--- src/rtl/core/plw_pkg.sv ---
// shared types and constants for the phy link watchdog
package plw_pkg;

  localparam int TIME_WIDTH = 32;

  localparam logic [7:0] ST_AUTO = 8'h86;
  localparam logic [7:0] ST_SLOW = 8'h06;
  localparam logic [7:0] ST_DOWN = 8'h00;

  localparam logic [15:0] POLL_INTERVAL_RST  = 16'd92;
  localparam logic [7:0]  FALLBACK_LIMIT_RST = 8'd52;
  localparam logic [7:0]  DOWN_LIMIT_RST     = 8'd45;

  typedef enum logic [1:0] {
    CFG_POLL_INTERVAL  = 2'd0,
    CFG_FALLBACK_LIMIT = 2'd1,
    CFG_DOWN_LIMIT     = 2'd2
  } cfg_idx_t;

  typedef struct packed {
    logic [31:0] tick_now;
    logic [7:0]  phy_status;
  } in_item_t;

  typedef struct packed {
    logic checked;
    logic set_auto_100m;
    logic set_manual_10m;
    logic reset_request;
  } out_item_t;

  typedef struct packed {
    logic [15:0] poll_interval;
    logic [7:0]  fallback_limit;
    logic [7:0]  down_limit;
  } cfg_t;

endpackage

--- src/rtl/core/plw_if.sv ---
// channel interfaces for poll beats, result beats and register writes
interface plw_in_if;
  logic              valid;
  logic              ready;
  plw_pkg::in_item_t data;
  modport source (output valid, output data, input ready);
  modport sink   (input valid, input data, output ready);
endinterface

interface plw_out_if;
  logic               valid;
  logic               ready;
  plw_pkg::out_item_t data;
  modport source (output valid, output data, input ready);
  modport sink   (input valid, input data, output ready);
endinterface

interface plw_cfg_if;
  logic        valid;
  logic        ready;
  logic [1:0]  index;
  logic [15:0] data;
  modport source (output valid, output index, output data, input ready);
  modport sink   (input valid, input index, input data, output ready);
endinterface

--- src/rtl/core/plw_judge.sv ---
// link state tracking and status evaluation for one poll beat
module plw_judge (
  input  logic               clk,
  input  logic               rst_n,
  input  logic               eval_en,
  input  plw_pkg::in_item_t  item,
  input  plw_pkg::cfg_t      cfg,
  output plw_pkg::out_item_t res
);
  import plw_pkg::*;

  logic [TIME_WIDTH-1:0] last_time_r, last_time_nxt;
  logic [7:0]            prev_st_r, prev_st_nxt;
  logic [7:0]            slow_cnt_r, slow_cnt_nxt;
  logic [7:0]            down_cnt_r, down_cnt_nxt;

  logic [TIME_WIDTH-1:0] now;
  logic [TIME_WIDTH-1:0] elapsed;
  logic                  due;
  logic [7:0]            slow_upd;
  logic [7:0]            down_upd;
  logic [7:0]            st;

  always_comb begin
    now     = TIME_WIDTH'(item.tick_now);
    st      = item.phy_status;
    elapsed = now - last_time_r;
    due     = elapsed >= TIME_WIDTH'(cfg.poll_interval);

    slow_upd = slow_cnt_r;
    down_upd = down_cnt_r;
    if (st == ST_SLOW) begin
      if (prev_st_r == ST_SLOW) begin
        slow_upd = (slow_cnt_r < cfg.fallback_limit) ? slow_cnt_r + 8'd1 : slow_cnt_r;
      end else begin
        slow_upd = '0;
      end
    end else if (st == ST_DOWN) begin
      if (prev_st_r == ST_DOWN) begin
        down_upd = (down_cnt_r < cfg.down_limit) ? down_cnt_r + 8'd1 : down_cnt_r;
      end else begin
        down_upd = '0;
      end
    end else begin
      slow_upd = '0;
      down_upd = '0;
    end

    res.checked        = due;
    res.set_auto_100m  = due && (st == ST_AUTO) && (prev_st_r != ST_AUTO);
    res.set_manual_10m = due && (slow_upd >= cfg.fallback_limit);
    res.reset_request  = due && (down_upd >= cfg.down_limit);

    last_time_nxt = last_time_r;
    prev_st_nxt   = prev_st_r;
    slow_cnt_nxt  = slow_cnt_r;
    down_cnt_nxt  = down_cnt_r;
    if (eval_en && due) begin
      last_time_nxt = now;
      prev_st_nxt   = st;
      slow_cnt_nxt  = res.set_manual_10m ? 8'd0 : slow_upd;
      down_cnt_nxt  = down_upd;
    end
  end

  always_ff @(posedge clk) begin
    if (!rst_n) begin
      last_time_r <= '0;
      prev_st_r   <= '0;
      slow_cnt_r  <= '0;
      down_cnt_r  <= '0;
    end else begin
      last_time_r <= last_time_nxt;
      prev_st_r   <= prev_st_nxt;
      slow_cnt_r  <= slow_cnt_nxt;
      down_cnt_r  <= down_cnt_nxt;
    end
  end

  a_manual_clears: assert property (@(posedge clk) disable iff (!rst_n)
    eval_en && res.set_manual_10m |=> slow_cnt_r == 8'd0)
    else $error("slow count not cleared after fallback");

  a_skip_holds: assert property (@(posedge clk) disable iff (!rst_n)
    eval_en && !res.checked |=> $stable(last_time_r) && $stable(prev_st_r)
      && $stable(slow_cnt_r) && $stable(down_cnt_r))
    else $error("state changed on skipped poll");

  a_check_latches: assert property (@(posedge clk) disable iff (!rst_n)
    eval_en && res.checked |=> last_time_r == $past(now) && prev_st_r == $past(st))
    else $error("check time or status not latched");

endmodule

--- src/rtl/core/eth_phy_link_watchdog.sv ---
// top level of the phy link watchdog: input stage, evaluation, result stage
// an accepted poll beat is registered in the input stage, its result in the result stage
// throughput: one poll beat per cycle unless out_bus.ready stalls; one evaluation stage
// while a result waits on out_bus.ready the input stage takes one more beat, then stalls
// reset clears valid flags, check time, last status and both repeat counts,
// and loads the register defaults 92, 52 and 45
module eth_phy_link_watchdog (
  input logic clk,
  input logic rst_n,
  plw_in_if.sink    in_bus,
  plw_out_if.source out_bus,
  plw_cfg_if.sink   cfg_bus
);
  import plw_pkg::*;

  cfg_t      cfg_r;
  logic      s1_valid_r;
  in_item_t  s1_item_r;
  logic      out_valid_r;
  out_item_t out_item_r;
  logic      s1_adv;
  logic      eval_en;
  out_item_t res;

  assign s1_adv       = !out_valid_r || out_bus.ready;
  assign eval_en      = s1_valid_r && s1_adv;
  assign in_bus.ready = !s1_valid_r || s1_adv;
  assign cfg_bus.ready = 1'b1;
  assign out_bus.valid = out_valid_r;
  assign out_bus.data  = out_item_r;

  always_ff @(posedge clk) begin
    if (!rst_n) begin
      cfg_r.poll_interval  <= POLL_INTERVAL_RST;
      cfg_r.fallback_limit <= FALLBACK_LIMIT_RST;
      cfg_r.down_limit     <= DOWN_LIMIT_RST;
    end else if (cfg_bus.valid) begin
      unique case (cfg_bus.index)
        CFG_POLL_INTERVAL:  cfg_r.poll_interval  <= cfg_bus.data;
        CFG_FALLBACK_LIMIT: cfg_r.fallback_limit <= cfg_bus.data[7:0];
        CFG_DOWN_LIMIT:     cfg_r.down_limit     <= cfg_bus.data[7:0];
        default: ;
      endcase
    end
  end

  always_ff @(posedge clk) begin
    if (!rst_n) begin
      s1_valid_r  <= 1'b0;
      out_valid_r <= 1'b0;
    end else begin
      if (in_bus.ready) begin
        s1_valid_r <= in_bus.valid;
      end
      if (s1_adv) begin
        out_valid_r <= s1_valid_r;
      end
    end
  end

  always_ff @(posedge clk) begin
    if (in_bus.valid && in_bus.ready) begin
      s1_item_r <= in_bus.data;
    end
    if (eval_en) begin
      out_item_r <= res;
    end
  end

  plw_judge u_judge (
    .clk     (clk),
    .rst_n   (rst_n),
    .eval_en (eval_en),
    .item    (s1_item_r),
    .cfg     (cfg_r),
    .res     (res)
  );

  a_skip_quiet: assert property (@(posedge clk) disable iff (!rst_n)
    out_valid_r && !out_item_r.checked |->
      !out_item_r.set_auto_100m && !out_item_r.set_manual_10m && !out_item_r.reset_request)
    else $error("request raised on skipped poll");

  a_stage_holds: assert property (@(posedge clk) disable iff (!rst_n)
    s1_valid_r && !s1_adv |=> s1_valid_r && $stable(s1_item_r))
    else $error("input stage lost a beat");

  a_result_moves: assert property (@(posedge clk) disable iff (!rst_n)
    eval_en |=> out_valid_r)
    else $error("evaluated beat did not reach result stage");

endmodule
--- src/flat_wrapper.sv ---
// flat-port wrapper written by rule: the top's interface ports become plain ports
module eth_phy_link_watchdog_flat import plw_pkg::*;
  (clk, rst_n, in_bus_valid, in_bus_data, in_bus_ready, out_bus_valid, out_bus_data, out_bus_ready, cfg_bus_valid, cfg_bus_index, cfg_bus_data, cfg_bus_ready);
  plw_in_if in_bus_i ();
  plw_out_if out_bus_i ();
  plw_cfg_if cfg_bus_i ();
  input logic clk;
  input logic rst_n;
  input wire logic [$bits(in_bus_i.valid)-1:0] in_bus_valid;
  input wire logic [$bits(in_bus_i.data)-1:0] in_bus_data;
  output wire logic [$bits(in_bus_i.ready)-1:0] in_bus_ready;
  output wire logic [$bits(out_bus_i.valid)-1:0] out_bus_valid;
  output wire logic [$bits(out_bus_i.data)-1:0] out_bus_data;
  input wire logic [$bits(out_bus_i.ready)-1:0] out_bus_ready;
  input wire logic [$bits(cfg_bus_i.valid)-1:0] cfg_bus_valid;
  input wire logic [$bits(cfg_bus_i.index)-1:0] cfg_bus_index;
  input wire logic [$bits(cfg_bus_i.data)-1:0] cfg_bus_data;
  output wire logic [$bits(cfg_bus_i.ready)-1:0] cfg_bus_ready;
  assign in_bus_i.valid = in_bus_valid;
  assign in_bus_i.data = in_bus_data;
  assign in_bus_ready = in_bus_i.ready;
  assign out_bus_valid = out_bus_i.valid;
  assign out_bus_data = out_bus_i.data;
  assign out_bus_i.ready = out_bus_ready;
  assign cfg_bus_i.valid = cfg_bus_valid;
  assign cfg_bus_i.index = cfg_bus_index;
  assign cfg_bus_i.data = cfg_bus_data;
  assign cfg_bus_ready = cfg_bus_i.ready;
  eth_phy_link_watchdog u_core (.clk(clk), .rst_n(rst_n), .in_bus(in_bus_i), .out_bus(out_bus_i), .cfg_bus(cfg_bus_i));
endmodule
--- config.mk ---
export PLATFORM = sky130hd
export DESIGN_NAME = eth_phy_link_watchdog_flat
export DESIGN_NICKNAME = d
export VERILOG_FILES = /design/src/rtl/core/plw_pkg.sv /design/src/rtl/core/plw_if.sv /design/src/rtl/core/plw_judge.sv /design/src/rtl/core/eth_phy_link_watchdog.sv /design/src/flat_wrapper.sv
export SDC_FILE = /design/constraint.sdc
export NUM_CORES = 1
export LEC_CHECK = 0
export BUFFER_PORTS_ARGS = -buffer_cell sky130_fd_sc_hd__buf_2
export CORE_UTILIZATION = 39
export DETAILED_ROUTE_END_ITERATION = 7
export SLEW_MARGIN = 25
export SYNTH_ARGS = -nofsm -noshare
export SYNTH_HDL_FRONTEND = slang
export SYNTH_SLANG_ARGS = --single-unit
--- constraint.sdc ---
create_clock -name clk -period 5.68 [get_ports clk]
set_clock_uncertainty 0.05 [all_clocks]
set_input_delay 1.136 -clock clk [delete_from_list [all_inputs] [get_ports clk]]
set_output_delay 1.136 -clock clk [all_outputs]
set_load 0.01 [all_outputs]
==> qor.log <==
INFO  outcome        outcome=finished, final reports clean
INFO  route          vias=7,822
INFO  job            max_cap_viol_count=0
INFO  worst_setup_path startpoint_type=register
INFO  timing         least_margin_pin_slew=0.9234ns
INFO  floorplanning  fp.dieW=157.2um
INFO  global_routing grt_first_pass_wirelength=36.27mm
INFO  synthesis      yosys_register_bits=134
INFO  route          detail_route.wl_per_cell=15.41um
INFO  synthesis      net_count_after_synthesis=1,213
INFO  cts            cts_stage_hold_buffer_count=0
INFO  route          vias_per_cell=5.447
INFO  timing         fin_ws=0.9298ns
INFO  power          internal-power=1.934mW
INFO  synthesis      cell_type_with_the_highest_aggregate_area_in_the_netlist=sky130_fd_sc_hd__dfxtp_1
INFO  power          vdd_drop_max=0.0001677V
INFO  floorplanning  core_area=23,540um^2
INFO  power          total_power=2.897mW
INFO  power          power_frac_clock=0.367
INFO  cts            tritoncts=yes
INFO  floorplanning  row_count=56
INFO  synthesis      synth_cell_types=73
INFO  route          first_iter_violations=568
INFO  power          p_leak=4.227nW
INFO  final_layout   num-fill-cells=2,285
INFO  timing         timing.setup.tns=0ns
INFO  global_routing grt_start_max_net_pins=101
INFO  power          cellPowerDensity=276.5nW/um^2
INFO  route          first_pass_iteration_count_of_the_detailed_router=5
INFO  global_routing grt_use_total=0.1854
INFO  synthesis      synth_cell_area=9398um^2
INFO  synthesis      synth.yosys.warnings=0
INFO  cts            cts_root_buffer=sky130_fd_sc_hd__clkbuf_16
INFO  worst_setup_path critPathCaptureType=register
INFO  worst_setup_path timing.reg2reg.setup_slack=0.93ns
INFO  synthesis      synth_top_family_by_area=compound AO/OA/AOI/OAI gates
INFO  power          switching_share=0.3326
INFO  floorplanning  top_level_ports=70
INFO  worst_setup_path critical_path_required=5.94ns
INFO  timing         finalMaxSlewViolations=0
INFO  power          total_switching_power=0.9635mW
INFO  synthesis      number_of_cells_produced_by_synthesis=1,070
INFO  placed_design  worst_slack_at_placement=1.004ns
INFO  route          wirelength=22.13mm
INFO  final_layout   flow.area_growth_from_synthesis=11.49%
INFO  floorplanning  die_area=24,720um^2
INFO  cts            clock_tree.buffer_depth=2
INFO  timing         holdWs=0.4245ns
INFO  worst_setup_path worst-r2r-cell-count=19
INFO  timing         timing.final.crit_share=0.8363
INFO  worst_setup_path maximum_net_fanout_on_the_critical_path=40
INFO  worst_hold_path min_delay_path_class=reg -> reg
INFO  cts            clkLatencyLatePin=0.43ns
INFO  power          seq_power_share=0.373
INFO  worst_setup_path critical_path_class=reg -> reg
INFO  cts            post-cts-setup-buffer-count=0
INFO  placed_design  place_hpwl=15.93mm
INFO  synthesis      yosys.area_share.xor_xnor=0.03155
INFO  synthesis      synth_compound_gate_area_share=0.2540
INFO  synthesis      dominantRegCellSynth=sky130_fd_sc_hd__dfxtp_1
INFO  cts            cts_resized=0
INFO  synthesis      synthDominantCellAreaShare=0.1917
INFO  synthesis      yosys-top-cells-area=sky130_fd_sc_hd__dfxtp_1 (19%), sky130_fd_sc_hd__edfxtp_1 (14%), sky130_fd_sc_hd__ha_1 (11%)
INFO  cts            cts.clk_slew.worst_paths=0.07ns
INFO  synthesis      post_synth_mux_area_share=0.01291
INFO  synthesis      adder_and_majority_cell_fraction_of_the_synthesized_area=0.1073
INFO  timing         report.final.setup_viol=0
INFO  global_routing antenna_violations_before_repair=0
INFO  synthesis      synth-async-reset-ratio=0
INFO  final_layout   final_net_count=1,247
INFO  worst_setup_path critical_path.reg2reg.endpoint=u_core.u_judge.last_time_r[11]
INFO  placed_design  finalWeightedCongestion=0.8316
INFO  timing         rsz_0062_raised_after_global_routing=false
INFO  timing         timing.max_slew.rel_slack=0.3844
INFO  synthesis      avgSynthCellArea=8.783um^2
INFO  cts            cts_sinks=134
INFO  timing         final-hold-violation-count=0
INFO  final_layout   share_of_cells_above_drive_strength_1=0.1540
INFO  power          pwr-share-comb=0.260
INFO  timing         post-route-min-period=4.750ns
INFO  worst_setup_path rr_startpoint=u_core.s1_item_r[10]
INFO  worst_hold_path hold_path_depth=2
INFO  placed_design  dp_cells=1,404
INFO  floorplanning  dieHeight=157.2um
INFO  global_routing grt_pass1_vias=7,296
INFO  synthesis      synthSimpleGateAreaFrac=0.2017
INFO  route          post-route-drc-count=0
INFO  synthesis      part_of_the_yosys_area_used_for_sequential_elements=0.3323
INFO  worst_hold_path hold_end=u_core.cfg_r[17]
INFO  final_layout   final_cell_count_no_fill=1,436
INFO  final_layout   n_antenna_cell=0
INFO  global_routing gr-total-overflow=0
INFO  synthesis      synth_edf_count=44
INFO  timing         upper_clock_frequency_limit=210.5MHz
INFO  cts            htree_levels=4
INFO  worst_setup_path critical_path_arrival=5.01ns
INFO  placed_design  port_buffers=68
INFO  worst_hold_path holdCritStartpoint=u_core.cfg_r[17]
INFO  cts            cts_buffers=17
INFO  route          ant_nets=0
INFO  floorplanning  start_util=0.3992
-- layout by cell type (no fill, tap or decap), types with 5 or more instances in the layout --
cell / netlist / final
sky130_fd_sc_hd__nand2_1: 182 / 182
sky130_fd_sc_hd__dfxtp_1: 90 / 90
sky130_fd_sc_hd__ha_1: 79 / 79
sky130_fd_sc_hd__inv_1: 71 / 71
sky130_fd_sc_hd__buf_2: 11 / 67
sky130_fd_sc_hd__a21oi_1: 48 / 48
sky130_fd_sc_hd__nor2_1: 47 / 47
sky130_fd_sc_hd__and3_1: 47 / 47
sky130_fd_sc_hd__edfxtp_1: 44 / 44
sky130_fd_sc_hd__a2bb2oi_1: 40 / 40
sky130_fd_sc_hd__o21ai_0: 36 / 36
sky130_fd_sc_hd__o311ai_2: 31 / 31
sky130_fd_sc_hd__nand3_1: 27 / 27
sky130_fd_sc_hd__xnor2_1: 18 / 18
sky130_fd_sc_hd__clkbuf_16: 0 / 18
sky130_fd_sc_hd__nor3_1: 17 / 17
sky130_fd_sc_hd__nor2b_1: 17 / 17
sky130_fd_sc_hd__o311ai_1: 17 / 17
sky130_fd_sc_hd__a21o_1: 16 / 16
sky130_fd_sc_hd__xor2_1: 14 / 14
sky130_fd_sc_hd__a21boi_0: 13 / 13
sky130_fd_sc_hd__nand2b_1: 12 / 12
sky130_fd_sc_hd__mux2i_1: 11 / 11
sky130_fd_sc_hd__o21ai_1: 10 / 10
sky130_fd_sc_hd__nor4_1: 8 / 8
sky130_fd_sc_hd__o21a_1: 8 / 8
sky130_fd_sc_hd__a32o_1: 8 / 8
sky130_fd_sc_hd__buf_4: 2 / 8
sky130_fd_sc_hd__o211ai_1: 7 / 7
sky130_fd_sc_hd__nand4_1: 6 / 6
sky130_fd_sc_hd__a21oi_2: 6 / 6
sky130_fd_sc_hd__o2111ai_1: 6 / 6
sky130_fd_sc_hd__and2_1: 6 / 5
-- cell families after synthesis --
| family | count (synthesis) |
|---|---|
| and+or+nand+nor | 393 |
| AOI/OAI and AO/OA | 285 |
| DFF | 134 |
| buffers and inverters | 132 |
| adders and majority gates | 80 |
| xor gates and xnor gates | 33 |
| muxes | 12 |
| other | 1 |
-- synthesized netlist by cell type, drive strengths merged (16+ instances only) --
master / instances
nor2: 48
a21oi: 54
nand3: 27
a2bb2oi: 40
nor3: 17
xnor2: 19
buf: 21
o311ai: 49
inv: 71
a21o: 16
nand2: 184
ha: 79
nor2b: 17
and3: 47
o21ai: 46
dfxtp: 90
edfxtp: 44
clkbuf: 39
-- area by class of cell --
class                   count  area [um^2]  area share
multi-input cells         804         5732      0.5471
flip-flops and latches    134         3123      0.2981
clock buffers              19        464.2     0.04430
well taps                 319        399.1     0.03809
repair buffers             75        395.4     0.03774
inverters                  72        270.3     0.02579
clock inverters            13        93.84    0.008956
-- critical path, cell delays in order (launching register included) --
cell	delay, ns
sky130_fd_sc_hd__edfxtp_1	0.42
sky130_fd_sc_hd__ha_1	0.38
sky130_fd_sc_hd__o211ai_2	0.11
sky130_fd_sc_hd__a21oi_2	0.18
sky130_fd_sc_hd__o2111ai_1	0.21
sky130_fd_sc_hd__nand2_1	0.14
sky130_fd_sc_hd__nand3_1	0.10
sky130_fd_sc_hd__o21ba_2	0.22
sky130_fd_sc_hd__xnor2_1	0.17
sky130_fd_sc_hd__ha_1	0.29
sky130_fd_sc_hd__nand4_1	0.12
sky130_fd_sc_hd__nor3_1	0.07
sky130_fd_sc_hd__o21ai_0	0.08
sky130_fd_sc_hd__a31oi_1	0.06
sky130_fd_sc_hd__nor3_1	0.47
sky130_fd_sc_hd__o311ai_4	0.20
sky130_fd_sc_hd__nor4_4	0.37
sky130_fd_sc_hd__nand4_4	0.24
sky130_fd_sc_hd__buf_4	0.36
sky130_fd_sc_hd__o311ai_1	0.36
-- through the flow --
stage                     area, um^2    util
final                          10480  0.4450
after global routing           10480  0.4450
after detailed placement        9912  0.4210
after CTS                      10470  0.4447
after floorplan                 9398       -
after global placement          9912  0.4210
-- power by group through the flow --
stage,combinational [mW],clock (mW),sequential (mW)
finish,0.753,1.06,1.08
global route,0.842,1.12,1.09
CTS,0.751,1.09,1.08
detailed placement,0.744,0,1.10
global placement,0.737,0,1.10
floorplan,0.583,0,1.09
-- flip-flops by register name (all words and copies together) (netlist names) --
name	count
u_core.u_judge.prev_st_r	8
u_core.s1_valid_r	1
u_core.out_bus.valid	1
u_core.u_judge.slow_cnt_r	8
u_core.out_bus.data	4
u_core.u_judge.last_time_r	32
u_core.s1_item_r	40
u_core.cfg_r	32
u_core.u_judge.down_cnt_r	8
-- worst max-delay path by stage --
stage               cells after the start                        endpoint                  from  slack (ns)
floorplan                              20          u_core.out_bus.data[0]  u_core.s1_item_r[12]        1.72
global placement                       19   u_core.u_judge.last_time_r[3]   u_core.s1_item_r[8]        1.12
detailed placement                     19  u_core.u_judge.last_time_r[11]   u_core.s1_item_r[8]        1.00
CTS                                    19  u_core.u_judge.last_time_r[11]   u_core.s1_item_r[8]        0.98
global route                           20    u_core.u_judge.down_cnt_r[4]  u_core.s1_item_r[10]        0.53
finish                                 19  u_core.u_judge.last_time_r[11]  u_core.s1_item_r[10]        0.93
-- metal layers --
layer  track usage  share of wire  up-vias
met2        0.2969           0.45      167
li1              -              -     3980
met3       0.03497          0.039       27
met1        0.2499           0.49     3648
met5             0              0        -
met4       0.06056          0.015        0
Power figures use the tool's default switching activity.
